### src/rtl/quorum_transaction_tracker_top_defines.svh
// ----------------------------------------------------------------------------
// Quorum transaction tracker assertion macros
// Concurrent assertion wrappers used by the tracker sequencer; they compile away
// when NO_ASSERTIONS is defined.
// ----------------------------------------------------------------------------
`ifndef QUORUM_TRANSACTION_TRACKER_TOP_DEFINES_SVH
`define QUORUM_TRANSACTION_TRACKER_TOP_DEFINES_SVH

`ifndef NO_ASSERTIONS
// Plain property, sampled on the rising clock edge, off while reset is low.
`define QTT_ASSERT(lbl, clk, rst_n, prop, msg) \
	lbl: assert property (@(posedge clk) disable iff (!rst_n) (prop)) else $error(msg);
// Overlapping implication from a trigger to a consequence.
`define QTT_ASSERT_IMPL(lbl, clk, rst_n, ante, cons, msg) \
	lbl: assert property (@(posedge clk) disable iff (!rst_n) (ante) |-> (cons)) \
		else $error(msg);
`else
`define QTT_ASSERT(lbl, clk, rst_n, prop, msg)
`define QTT_ASSERT_IMPL(lbl, clk, rst_n, ante, cons, msg)
`endif

`endif

### src/rtl/qtt_pkg.sv
// ----------------------------------------------------------------------------
// Quorum transaction tracker package
// Shared constants, codes and record types of the tracker.
// ----------------------------------------------------------------------------
`default_nettype none

package qtt_pkg;

	localparam int QTT_TABLE_DEPTH = 16;

	// Input item kinds.
	localparam logic [1:0] FUNC_OPEN  = 2'd0;
	localparam logic [1:0] FUNC_REPLY = 2'd1;
	localparam logic [1:0] FUNC_TICK  = 2'd2;

	// Result event codes.
	localparam logic [1:0] EV_SUCCESS = 2'd0;
	localparam logic [1:0] EV_FAILURE = 2'd1;
	localparam logic [1:0] EV_EXPIRED = 2'd2;
	localparam logic [1:0] EV_FULL    = 2'd3;

	// Register indexes (paddr[2]) and reset values.
	localparam logic REG_EXPIRE = 1'b0;
	localparam logic REG_QUORUM = 1'b1;
	localparam logic [15:0] EXPIRE_RESET = 16'd8;
	localparam logic [1:0]  QUORUM_RESET = 2'd2;

	localparam logic [1:0] REPLIES_MAX = 2'd3;

	typedef struct packed {
		logic [30:0] id;
		logic [1:0]  op;
		logic [31:0] tstamp;
		logic [1:0]  replies;
	} entry_t;

	typedef struct packed {
		logic [15:0] expire_ticks;
		logic [1:0]  quorum_count;
	} cfg_t;

	typedef struct packed {
		logic [1:0]  event_res;
		logic [30:0] trans_id;
		logic [1:0]  op_kind;
	} result_t;

endpackage

`default_nettype wire

### src/rtl/qtt_if.sv
// ----------------------------------------------------------------------------
// Quorum transaction tracker channels
// Valid/ready interfaces for the request channel and the result channel.
// ----------------------------------------------------------------------------
`default_nettype none

interface qtt_in_if;
	logic        valid;
	logic        ready;
	logic [1:0]  func;
	logic [30:0] trans_id;
	logic [1:0]  op_kind;
	logic [31:0] now;
	logic        reply_success;

	modport source (output valid, func, trans_id, op_kind, now, reply_success, input ready);
	modport sink (input valid, func, trans_id, op_kind, now, reply_success, output ready);
endinterface

interface qtt_out_if;
	logic        valid;
	logic        ready;
	logic [1:0]  event_res;
	logic [30:0] trans_id_out;
	logic [1:0]  op_kind_out;
	logic        last;

	modport source (output valid, event_res, trans_id_out, op_kind_out, last, input ready);
	modport sink (input valid, event_res, trans_id_out, op_kind_out, last, output ready);
endinterface

`default_nettype wire

### src/rtl/qtt_cfg.sv
// ----------------------------------------------------------------------------
// Quorum transaction tracker register file
// APB-style access to the expiry limit and the quorum count.
// ----------------------------------------------------------------------------
`default_nettype none

module qtt_cfg
	import qtt_pkg::*;
(
	input  wire logic        clk,
	input  wire logic        arst_n,
	input  wire logic        psel,
	input  wire logic        penable,
	input  wire logic        pwrite,
	input  wire logic [2:0]  paddr,
	input  wire logic [31:0] pwdata,
	output logic [31:0]      prdata,
	output logic             pready,
	output cfg_t             cfg
);

	cfg_t cfg_q;
	logic wr_en;

	assign pready = 1'b1;
	assign wr_en  = psel && penable && pwrite;
	assign cfg    = cfg_q;

	always_ff @(posedge clk or negedge arst_n) begin
		if (!arst_n) begin
			cfg_q.expire_ticks <= EXPIRE_RESET;
			cfg_q.quorum_count <= QUORUM_RESET;
		end else if (wr_en) begin
			unique case (paddr[2])
				REG_EXPIRE: cfg_q.expire_ticks <= pwdata[15:0];
				REG_QUORUM: cfg_q.quorum_count <= pwdata[1:0];
			endcase
		end
	end

	always_comb begin
		unique case (paddr[2])
			REG_EXPIRE: prdata = {16'b0, cfg_q.expire_ticks};
			REG_QUORUM: prdata = {30'b0, cfg_q.quorum_count};
		endcase
	end

endmodule

`default_nettype wire

### src/rtl/qtt_mem.sv
// ----------------------------------------------------------------------------
// Quorum transaction tracker entry memory
// One write port, one read port, read data registered.
// ----------------------------------------------------------------------------
`default_nettype none

module qtt_mem
	import qtt_pkg::*;
#(
	parameter int DEPTH = QTT_TABLE_DEPTH,
	localparam int AW = (DEPTH > 1) ? $clog2(DEPTH) : 1
)
(
	input  wire logic          clk,
	input  wire logic          we,
	input  wire logic [AW-1:0] waddr,
	input  wire entry_t        wdata,
	input  wire logic [AW-1:0] raddr,
	output entry_t             rdata
);

	entry_t mem [DEPTH];

	always_ff @(posedge clk) begin
		if (we) begin
			mem[waddr] <= wdata;
		end
	end

	always_ff @(posedge clk) begin
		rdata <= mem[raddr];
	end

endmodule

`default_nettype wire

### src/rtl/qtt_ctrl.sv
// ----------------------------------------------------------------------------
// Quorum transaction tracker sequencer
// Scans the entry memory once per open, reply or tick item, applies the update and queues results.
// ----------------------------------------------------------------------------
`default_nettype none

`include "quorum_transaction_tracker_top_defines.svh"

module qtt_ctrl
	import qtt_pkg::*;
#(
	parameter int DEPTH = QTT_TABLE_DEPTH,
	localparam int AW = (DEPTH > 1) ? $clog2(DEPTH) : 1,
	localparam int CW = $clog2(DEPTH + 1)
)
(
	input  wire logic          clk,
	input  wire logic          arst_n,
	input  wire cfg_t          cfg,
	qtt_in_if.sink             in_ch,
	qtt_out_if.source          out_ch,
	output logic               mem_we,
	output logic [AW-1:0]      mem_waddr,
	output entry_t             mem_wdata,
	output logic [AW-1:0]      mem_raddr,
	input  wire entry_t        mem_rdata
);

	typedef enum logic [1:0] {ST_IDLE, ST_SCAN, ST_FIN, ST_FLUSH} state_t;

	state_t         state_q;
	logic [1:0]     func_q;
	logic [30:0]    id_q;
	logic [1:0]     op_kind_q;
	logic [31:0]    now_q;
	logic           ok_q;
	logic [CW-1:0]  iss_q;
	logic [AW-1:0]  d_idx_s1;
	logic           d_vld_s1;
	logic [DEPTH-1:0] valid_q;
	logic           found_q;
	logic [AW-1:0]  match_q;
	entry_t         match_ent_q;
	logic           free_found_q;
	logic [AW-1:0]  free_q;
	logic           pend_v_q;
	result_t        pend_q;
	logic           out_v_q;
	result_t        out_q;
	logic           out_last_q;

	logic           iss_done;
	logic           ent_valid;
	logic           id_hit;
	logic [32:0]    limit;
	logic           expired;
	logic           out_busy;
	logic           stall;
	logic           adv;
	logic           out_load;
	logic           out_load_last;
	logic [1:0]     new_rep;
	logic           quorum_hit;
	logic           is_open;
	logic           is_reply;
	logic           open_slot;

	assign in_ch.ready = (state_q == ST_IDLE);
	assign out_ch.valid = out_v_q;
	assign out_ch.event_res = out_q.event_res;
	assign out_ch.trans_id_out = out_q.trans_id;
	assign out_ch.op_kind_out = out_q.op_kind;
	assign out_ch.last = out_last_q;

	assign is_open   = (func_q == FUNC_OPEN);
	assign is_reply  = (func_q == FUNC_REPLY);
	assign iss_done  = (iss_q == CW'(DEPTH));
	assign ent_valid = valid_q[d_idx_s1];
	assign id_hit    = d_vld_s1 && ent_valid && (mem_rdata.id == id_q);
	assign limit     = {1'b0, mem_rdata.tstamp} + {17'b0, cfg.expire_ticks};
	assign expired   = d_vld_s1 && ent_valid && (func_q == FUNC_TICK)
		&& (limit < {1'b0, now_q});
	assign out_busy  = out_v_q && !out_ch.ready;

	// A second expiry with an earlier one still queued needs the output
	// register; hold the scan and re-read the same entry until it frees up.
	assign stall     = expired && pend_v_q && out_busy;
	assign adv       = !stall;
	assign mem_raddr = adv ? iss_q[AW-1:0] : d_idx_s1;

	assign out_load = ((state_q == ST_SCAN) && adv && expired && pend_v_q)
		|| ((state_q == ST_FLUSH) && pend_v_q && !out_busy);
	assign out_load_last = (state_q == ST_FLUSH);

	assign new_rep    = (match_ent_q.replies == REPLIES_MAX) ? REPLIES_MAX
		: match_ent_q.replies + 2'd1;
	assign quorum_hit = (new_rep >= cfg.quorum_count);
	assign open_slot  = found_q || free_found_q;

	always_comb begin
		mem_we    = 1'b0;
		mem_waddr = match_q;
		mem_wdata = '{id: id_q, op: op_kind_q, tstamp: now_q, replies: 2'd0};
		if (state_q == ST_FIN) begin
			if (is_open) begin
				mem_we    = open_slot;
				mem_waddr = found_q ? match_q : free_q;
			end else if (is_reply) begin
				mem_we    = found_q;
				mem_wdata = '{id: match_ent_q.id, op: match_ent_q.op,
					tstamp: match_ent_q.tstamp, replies: new_rep};
			end
		end
	end

	always_ff @(posedge clk or negedge arst_n) begin
		if (!arst_n) begin
			state_q      <= ST_IDLE;
			iss_q        <= '0;
			d_vld_s1     <= 1'b0;
			valid_q      <= '0;
			found_q      <= 1'b0;
			free_found_q <= 1'b0;
			pend_v_q     <= 1'b0;
			out_v_q      <= 1'b0;
		end else begin
			if (out_load) begin
				out_v_q <= 1'b1;
			end else if (out_ch.ready) begin
				out_v_q <= 1'b0;
			end
			unique case (state_q)
				ST_IDLE: begin
					if (in_ch.valid) begin
						iss_q        <= '0;
						d_vld_s1     <= 1'b0;
						found_q      <= 1'b0;
						free_found_q <= 1'b0;
						if (in_ch.func == FUNC_OPEN || in_ch.func == FUNC_REPLY
							|| in_ch.func == FUNC_TICK) begin
							state_q <= ST_SCAN;
						end
					end
				end
				ST_SCAN: begin
					if (adv) begin
						if (d_vld_s1) begin
							if (expired) begin
								valid_q[d_idx_s1] <= 1'b0;
								pend_v_q          <= 1'b1;
							end
							if (id_hit) begin
								found_q <= 1'b1;
							end
							if (!ent_valid) begin
								free_found_q <= 1'b1;
							end
						end
						if (!iss_done) begin
							d_vld_s1 <= 1'b1;
							iss_q    <= iss_q + CW'(1);
						end else begin
							d_vld_s1 <= 1'b0;
							if (!d_vld_s1) begin
								state_q <= ST_FIN;
							end
						end
					end
				end
				ST_FIN: begin
					if (is_open) begin
						if (open_slot) begin
							valid_q[mem_waddr] <= 1'b1;
						end else begin
							pend_v_q <= 1'b1;
						end
					end else if (is_reply && found_q && quorum_hit) begin
						valid_q[match_q] <= 1'b0;
						pend_v_q         <= 1'b1;
					end
					state_q <= ST_FLUSH;
				end
				ST_FLUSH: begin
					if (!pend_v_q) begin
						state_q <= ST_IDLE;
					end else if (!out_busy) begin
						pend_v_q <= 1'b0;
						state_q  <= ST_IDLE;
					end
				end
				default: state_q <= ST_IDLE;
			endcase
		end
	end

	always_ff @(posedge clk) begin
		if (in_ch.ready && in_ch.valid) begin
			func_q    <= in_ch.func;
			id_q      <= in_ch.trans_id;
			op_kind_q <= in_ch.op_kind;
			now_q     <= in_ch.now;
			ok_q      <= in_ch.reply_success;
		end
		if (state_q == ST_SCAN && adv) begin
			if (!iss_done) begin
				d_idx_s1 <= iss_q[AW-1:0];
			end
			// Only the first matching and the first free slot count.
			if (id_hit && !found_q) begin
				match_q     <= d_idx_s1;
				match_ent_q <= mem_rdata;
			end
			if (d_vld_s1 && !ent_valid && !free_found_q) begin
				free_q <= d_idx_s1;
			end
			if (expired) begin
				pend_q <= '{event_res: EV_EXPIRED, trans_id: mem_rdata.id,
					op_kind: mem_rdata.op};
			end
		end
		if (state_q == ST_FIN) begin
			if (is_open) begin
				pend_q <= '{event_res: EV_FULL, trans_id: id_q, op_kind: op_kind_q};
			end else if (is_reply) begin
				pend_q <= '{event_res: ok_q ? EV_SUCCESS : EV_FAILURE,
					trans_id: match_ent_q.id, op_kind: match_ent_q.op};
			end
		end
		if (out_load) begin
			out_q      <= pend_q;
			out_last_q <= out_load_last;
		end
	end

	`QTT_ASSERT(a_idle_no_pend, clk, arst_n, !((state_q == ST_IDLE) && pend_v_q), "result left queued at idle")
	`QTT_ASSERT_IMPL(a_load_free, clk, arst_n, out_load, !out_busy, "output register overwritten while stalled")
	`QTT_ASSERT(a_stall_hold, clk, arst_n, stall |=> (d_vld_s1 && $stable(d_idx_s1)), "scan moved during a stall")
	`QTT_ASSERT_IMPL(a_iss_bound, clk, arst_n, state_q == ST_SCAN, iss_q <= CW'(DEPTH), "scan counter past table end")

endmodule

`default_nettype wire

### src/rtl/quorum_transaction_tracker_top.sv
// ----------------------------------------------------------------------------
// Quorum transaction tracker
// Table of open replicated requests with quorum and expiry tracking.
// ----------------------------------------------------------------------------
// Usage:
// Requests come in on in_ch (open, reply, tick); results leave on out_ch,
// each carrying an event code, the transaction id and op kind, and last on
// the final result of its item. The APB port sets expire_ticks (0x0) and
// quorum_count (0x4); write it only while the block is idle.
// Every open, reply or tick item sweeps the whole entry memory, one entry per
// cycle through its single read port while out_ch does not stall, and in_ch
// is ready again after the update; an unused item kind causes no sweep and
// no result. Open and reply items give at most one result, after the sweep;
// it is valid on out_ch from the cycle in which in_ch is ready again.
// A tick gives one result per expired entry in ascending slot order; each one
// leaves when the next expired entry is found, and the last after the sweep.
// When out_ch stalls the sweep holds on the entry that needs the output, so
// the item takes longer, and nothing is lost. The output register lets the
// next item be accepted while the last result still waits.
// Reset clears the per-entry valid flags and the registers to their defaults
// at once; no clearing pass runs over the memory.
// ----------------------------------------------------------------------------
`default_nettype none

module quorum_transaction_tracker_top
	import qtt_pkg::*;
#(
	parameter int TABLE_DEPTH = QTT_TABLE_DEPTH
)
(
	input  wire logic        clk,
	input  wire logic        arst_n,
	input  wire logic        psel,
	input  wire logic        penable,
	input  wire logic        pwrite,
	input  wire logic [2:0]  paddr,
	input  wire logic [31:0] pwdata,
	output logic [31:0]      prdata,
	output logic             pready,
	qtt_in_if.sink           in_ch,
	qtt_out_if.source        out_ch
);

	localparam int AW = (TABLE_DEPTH > 1) ? $clog2(TABLE_DEPTH) : 1;

	cfg_t          cfg;
	logic          mem_we;
	logic [AW-1:0] mem_waddr;
	entry_t        mem_wdata;
	logic [AW-1:0] mem_raddr;
	entry_t        mem_rdata;

	qtt_cfg u_cfg (
		.clk     (clk),
		.arst_n  (arst_n),
		.psel    (psel),
		.penable (penable),
		.pwrite  (pwrite),
		.paddr   (paddr),
		.pwdata  (pwdata),
		.prdata  (prdata),
		.pready  (pready),
		.cfg     (cfg)
	);

	qtt_mem #(.DEPTH(TABLE_DEPTH)) u_mem (
		.clk   (clk),
		.we    (mem_we),
		.waddr (mem_waddr),
		.wdata (mem_wdata),
		.raddr (mem_raddr),
		.rdata (mem_rdata)
	);

	qtt_ctrl #(.DEPTH(TABLE_DEPTH)) u_ctrl (
		.clk       (clk),
		.arst_n    (arst_n),
		.cfg       (cfg),
		.in_ch     (in_ch),
		.out_ch    (out_ch),
		.mem_we    (mem_we),
		.mem_waddr (mem_waddr),
		.mem_wdata (mem_wdata),
		.mem_raddr (mem_raddr),
		.mem_rdata (mem_rdata)
	);

endmodule

`default_nettype wire

### src/flat_wrapper.sv
// flat-port wrapper written by rule: the top's interface ports become plain ports
module quorum_transaction_tracker_top_flat import qtt_pkg::*;
#(
	parameter int TABLE_DEPTH = QTT_TABLE_DEPTH
)
  (clk, arst_n, psel, penable, pwrite, paddr, pwdata, prdata, pready, in_ch_valid, in_ch_func, in_ch_trans_id, in_ch_op_kind, in_ch_now, in_ch_reply_success, in_ch_ready, out_ch_valid, out_ch_event_res, out_ch_trans_id_out, out_ch_op_kind_out, out_ch_last, out_ch_ready);
  qtt_in_if in_ch_i ();
  qtt_out_if out_ch_i ();
  input  wire logic clk;
  input  wire logic arst_n;
  input  wire logic psel;
  input  wire logic penable;
  input  wire logic pwrite;
  input  wire logic [2:0] paddr;
  input  wire logic [31:0] pwdata;
  output logic [31:0] prdata;
  output logic pready;
  input wire logic [$bits(in_ch_i.valid)-1:0] in_ch_valid;
  input wire logic [$bits(in_ch_i.func)-1:0] in_ch_func;
  input wire logic [$bits(in_ch_i.trans_id)-1:0] in_ch_trans_id;
  input wire logic [$bits(in_ch_i.op_kind)-1:0] in_ch_op_kind;
  input wire logic [$bits(in_ch_i.now)-1:0] in_ch_now;
  input wire logic [$bits(in_ch_i.reply_success)-1:0] in_ch_reply_success;
  output wire logic [$bits(in_ch_i.ready)-1:0] in_ch_ready;
  output wire logic [$bits(out_ch_i.valid)-1:0] out_ch_valid;
  output wire logic [$bits(out_ch_i.event_res)-1:0] out_ch_event_res;
  output wire logic [$bits(out_ch_i.trans_id_out)-1:0] out_ch_trans_id_out;
  output wire logic [$bits(out_ch_i.op_kind_out)-1:0] out_ch_op_kind_out;
  output wire logic [$bits(out_ch_i.last)-1:0] out_ch_last;
  input wire logic [$bits(out_ch_i.ready)-1:0] out_ch_ready;
  assign in_ch_i.valid = in_ch_valid;
  assign in_ch_i.func = in_ch_func;
  assign in_ch_i.trans_id = in_ch_trans_id;
  assign in_ch_i.op_kind = in_ch_op_kind;
  assign in_ch_i.now = in_ch_now;
  assign in_ch_i.reply_success = in_ch_reply_success;
  assign in_ch_ready = in_ch_i.ready;
  assign out_ch_valid = out_ch_i.valid;
  assign out_ch_event_res = out_ch_i.event_res;
  assign out_ch_trans_id_out = out_ch_i.trans_id_out;
  assign out_ch_op_kind_out = out_ch_i.op_kind_out;
  assign out_ch_last = out_ch_i.last;
  assign out_ch_i.ready = out_ch_ready;
  quorum_transaction_tracker_top #(.TABLE_DEPTH(TABLE_DEPTH)) u_core (.clk(clk), .arst_n(arst_n), .psel(psel), .penable(penable), .pwrite(pwrite), .paddr(paddr), .pwdata(pwdata), .prdata(prdata), .pready(pready), .in_ch(in_ch_i), .out_ch(out_ch_i));
endmodule
### config.mk
export PLATFORM = sky130hd
export DESIGN_NAME = quorum_transaction_tracker_top_flat
export DESIGN_NICKNAME = d
export VERILOG_FILES = /design/src/rtl/qtt_pkg.sv /design/src/rtl/qtt_if.sv /design/src/rtl/qtt_cfg.sv /design/src/rtl/qtt_mem.sv /design/src/rtl/qtt_ctrl.sv /design/src/rtl/quorum_transaction_tracker_top.sv /design/src/flat_wrapper.sv
export VERILOG_INCLUDE_DIRS = /design/src /design/src/rtl
export SDC_FILE = /design/constraint.sdc
export NUM_CORES = 2
export LEC_CHECK = 0
export ABC_CLOCK_PERIOD_IN_PS = 10500
export BUFFER_PORTS_ARGS = -buffer_cell sky130_fd_sc_hd__buf_2
export CORE_MARGIN = 2
export CORE_UTILIZATION = 50
export DETAILED_ROUTE_END_ITERATION = 16
export PLACE_DENSITY_LB_ADDON = 0.25
export SLEW_MARGIN = 0
export SYNTH_ARGS = -nofsm -noshare
export SYNTH_HDL_FRONTEND = slang
export SYNTH_SLANG_ARGS = --single-unit
### constraint.sdc
create_clock -name clk -period 10.5 [get_ports clk]
set_input_delay 2.1 -clock clk [delete_from_list [all_inputs] [get_ports clk]]
set_output_delay 2.1 -clock clk [all_outputs]
set_load 0.03 [all_outputs]
==> impl_metrics.env <==
export IMPL_portBuffers=145
export IMPL_clockBufferDepth=3
export IMPL_fin_skew_ps=26.0
export IMPL_worstMarginPinSlew_ps=1360
export IMPL_post_route_period_util_pct=76.6
export IMPL_cpLargestDelayFamily="compound AO/OA/AOI/OAI gates"
export IMPL_yosys_area_top_type="edfxtp_1"
export IMPL_rows=134
export IMPL_drc=0
export IMPL_hpwlAfterDp_um=105000
export IMPL_clkLatencyLatePin_ps=790
export IMPL_reg2reg_slack_ps=2460
export IMPL_finalInstanceArea_sq_mm=0.0737
export IMPL_place_inst=7718
export IMPL_grt_pass1_wl_um=293000
export IMPL_syn_area_sq_mm=0.0674
export IMPL_syn_to_final_growth_pct=9.48
export IMPL_place_congestion=0.857
export IMPL_status="finished clean"
export IMPL_crit_type="reg -> reg"
export IMPL_ys_ff_latch=1403
export IMPL_ant_nets=0
export IMPL_setup_tns_ps=0
export IMPL_drtIter0Drc=7160
export IMPL_final_instance_count_excl_fill=7986
export IMPL_cts_hold_buf=0
export IMPL_fillers=10800
export IMPL_ys_flop_type="edfxtp_1"
export IMPL_finalPower_mw=17.5
export IMPL_crit_buf_inv=3
export IMPL_async_flop_share_pct=3.28
export IMPL_grtUsageTotal_pct=28.3
export IMPL_first_pass_iters=6
export IMPL_synth_compound_area_share_pct=15.5
export IMPL_wire_per_inst_um=25.0
export IMPL_synth_distinct_cells=68
export IMPL_cts_setup_buffers=0
export IMPL_routed_via_density=6.39
export IMPL_period_minus_slack_ps=8040
export IMPL_root_buffer="clkbuf_16"
export IMPL_crit_slowest_cell="buf_4"
export IMPL_antenna_found_initial=9
export IMPL_fmax_mhz=124
export IMPL_cts_tree="yes"
export IMPL_synthXorXnorAreaFrac_pct=0.806
export IMPL_cp_cell_sequence="ha_1, inv_1, fa_1, nor2b_1, o2111ai_1, a21boi_0, or2_2, nand2_1, nor2_1, nand4_1, xnor2_1, ha_1, a21oi_1, o211ai_1, a41oi_1, and4_1, o211a_4, buf_4, mux2i_4, buf_12, o21ai_0, o2111ai_1, or3_1"
export IMPL_h_tree_depth=4
export IMPL_synthSimpleGateAreaFrac_pct=16.2
export IMPL_clock_sinks=1403
export IMPL_io_pins=181
export IMPL_start_util_pct=50.4
export IMPL_grt_pass1_vias=48100
export IMPL_ys_seq_area_share_pct=60.7
export IMPL_yosys_warnings=0
export IMPL_grt_max_degree=246
export IMPL_slowest_delay_ps=800
export IMPL_rsz0062_at_grt="false"
export IMPL_synthAdderAreaFrac_pct=1.05
export IMPL_drive_gt1_share_pct=8.91
export IMPL_synth_top_family_by_area="simple AND/OR/NAND/NOR gates"
export IMPL_ctsResizeCount=0
export IMPL_numCtsBuffers=145
export IMPL_drv_cap=0
export IMPL_finalHoldViolCount=0
export IMPL_core_area_sq_mm=0.134
export IMPL_vias=51000
export IMPL_drt_wl_total_um=200000
export IMPL_dieArea_sq_mm=0.138
export IMPL_worstPathMaxFanout=58
export IMPL_slew_viol_final=0
export IMPL_setup_viol=0
export IMPL_place_area_sq_mm=0.0692
export IMPL_min_path_type="reg -> reg"
export IMPL_worstPathRequired_ps=11170
export IMPL_die_x_um=371
export IMPL_cp_end_kind="flop"
export IMPL_die_h_um=371
export IMPL_path_clk_slew_ps=60
export IMPL_leakagePower_nw=25.7
export IMPL_synth_cells=6207
export IMPL_max_slew_margin_rel_pct=9.14
export IMPL_irDropWorstVdd_uv=230
export IMPL_grt_overflow_total=0
export IMPL_syn_avg_cell_area_sq_um=10.9
export IMPL_synth_mux_area_share_pct=2.12
export IMPL_layout_nets=6263
export IMPL_arrival_ps=8720
export IMPL_yosysTopAreaCellShare_pct=56.0
export IMPL_p_per_area_mw_per_mm2=237
export IMPL_cp_start_kind="flop"
export IMPL_yosys_top_cells_area="edfxtp_1 56%, a21oi_1 6.6%, nand2_1 6.4%, nand2b_1 5.1%, a311oi_1 3.5%"
export IMPL_synth_edf_count=1255
## final timing paths
| path | start | endpoint | depth (start not counted) |
|---|---|---|---|
| worst max-delay path | u_core.u_cfg.cfg[2] | u_core.u_mem.rdata[4] | 23 |
| worst min-delay path | u_core.u_mem.rdata[1] | u_core.u_ctrl.match_ent_q[1] | 0 |
| worst max register to register | u_core.u_cfg.cfg[2] | u_core.u_mem.rdata[4] | 23 |
| worst min register to register | u_core.u_mem.rdata[1] | u_core.u_ctrl.match_ent_q[1] | 0 |
| max in group asynchronous | arst_n | u_core.u_ctrl.iss_q[0] | 1 |
| min in group asynchronous | arst_n | u_core.u_ctrl.free_found_q | 1 |
## cells in the final DEF (no fill, tap or decap), types with 28 or more instances in the layout
master / instances
nor2_1: 31
nand2_1: 1139
clkbuf_16: 153
a311oi_1: 269
edfxtp_1: 1255
dfrtp_1: 43
o2111ai_1: 41
dfxtp_1: 102
mux2i_1: 33
a211oi_1: 35
buf_2: 145
inv_1: 53
and3_1: 274
clkbuf_1: 46
nor2b_1: 56
ha_1: 55
o21ai_0: 428
or4_1: 28
a21oi_1: 883
o22ai_1: 43
or3_1: 43
xnor2_1: 35
nand2b_1: 546
mux2_2: 85
buf_4: 74
## cell families (layout without fill, tap and decap cells)
group	after synthesis	after routing
and+or+nand+nor	2213	2213
AOI/OAI and AO/OA	1788	1788
DFF	1403	1403
buffers and inverters	557	550
muxes	126	126
xor gates and xnor gates	62	62
adders and majority gates	56	56
other	2	20
## layer usage
layer	vias to the layer above	track usage, %	routed length (um)
met5	-	0	7
met4	2	10.3	6770
met3	458	4.68	20800
met2	2734	45.4	92500
met1	25300	38.9	79600
li1	22600	-	-
## where the power goes
group	leakage, nW	internal (mW)	switching (mW)
clock	2.25	2.89	2.14
combinational	10.7	1.81	3.38
sequential	12.8	6.76	0.476
total	25.7	11.5	6.00
## synth_stat cells, types with 27 or more instances
library cell and instances:
o22ai_1 43, xor2_1 27, inv_1 54, mux2i_1 35, o2111ai_1 41, a21oi_1 883, a211oi_1 35, dfrtp_1 44
a311oi_1 269, or4_1 28, buf_2 72, edfxtp_1 1255, nor2_1 48, clkbuf_1 362, o21ai_0 428, or3_1 43
and3_1 274, buf_4 58, nand2b_1 547, ha_1 55, xnor2_1 35, mux2_2 85, dfxtp_1 102, nor2b_1 56
nand2_1 1140
## state kept, by name (all words and copies together), names as in the netlist, 4 cells and up
register,cells
u_core.u_cfg.cfg,18
u_core.u_ctrl.d_idx_s1,4
u_core.u_ctrl.free_q,4
u_core.u_ctrl.id_q,31
u_core.u_ctrl.iss_q,5
u_core.u_ctrl.match_ent_q,67
u_core.u_ctrl.match_q,4
u_core.u_ctrl.now_q,32
u_core.u_ctrl.out_ch.trans_id_out,31
u_core.u_ctrl.pend_q,35
u_core.u_ctrl.valid_q,16
u_core.u_mem.mem,1072
u_core.u_mem.rdata,67
## final cells by class
class                   count  area (sq um)  share of cell area, %
diodes                      3          7.51                 0.0102
clock buffers             211          4170                   5.65
clock inverters            54           410                  0.557
inverters                  55           215                  0.292
multi-input cells        4262         24300                   33.0
flip-flops and latches   1403         40900                   55.4
well taps                1768          2210                   3.00
repair buffers            230          1500                   2.04
## per-stage QoR
step	setup slack [ps]	utilization [%]	hold WS, ps
6_report	2460	55.2	416
5_1_grt	2100	55.2	430
4_1_cts	2650	55.2	419
3_5_place_dp	2690	51.8	404
3_3_place_gp	2670	51.8	390
2_1_floorplan	495	-	386
Note: power is estimated with default switching activity, not from simulation.
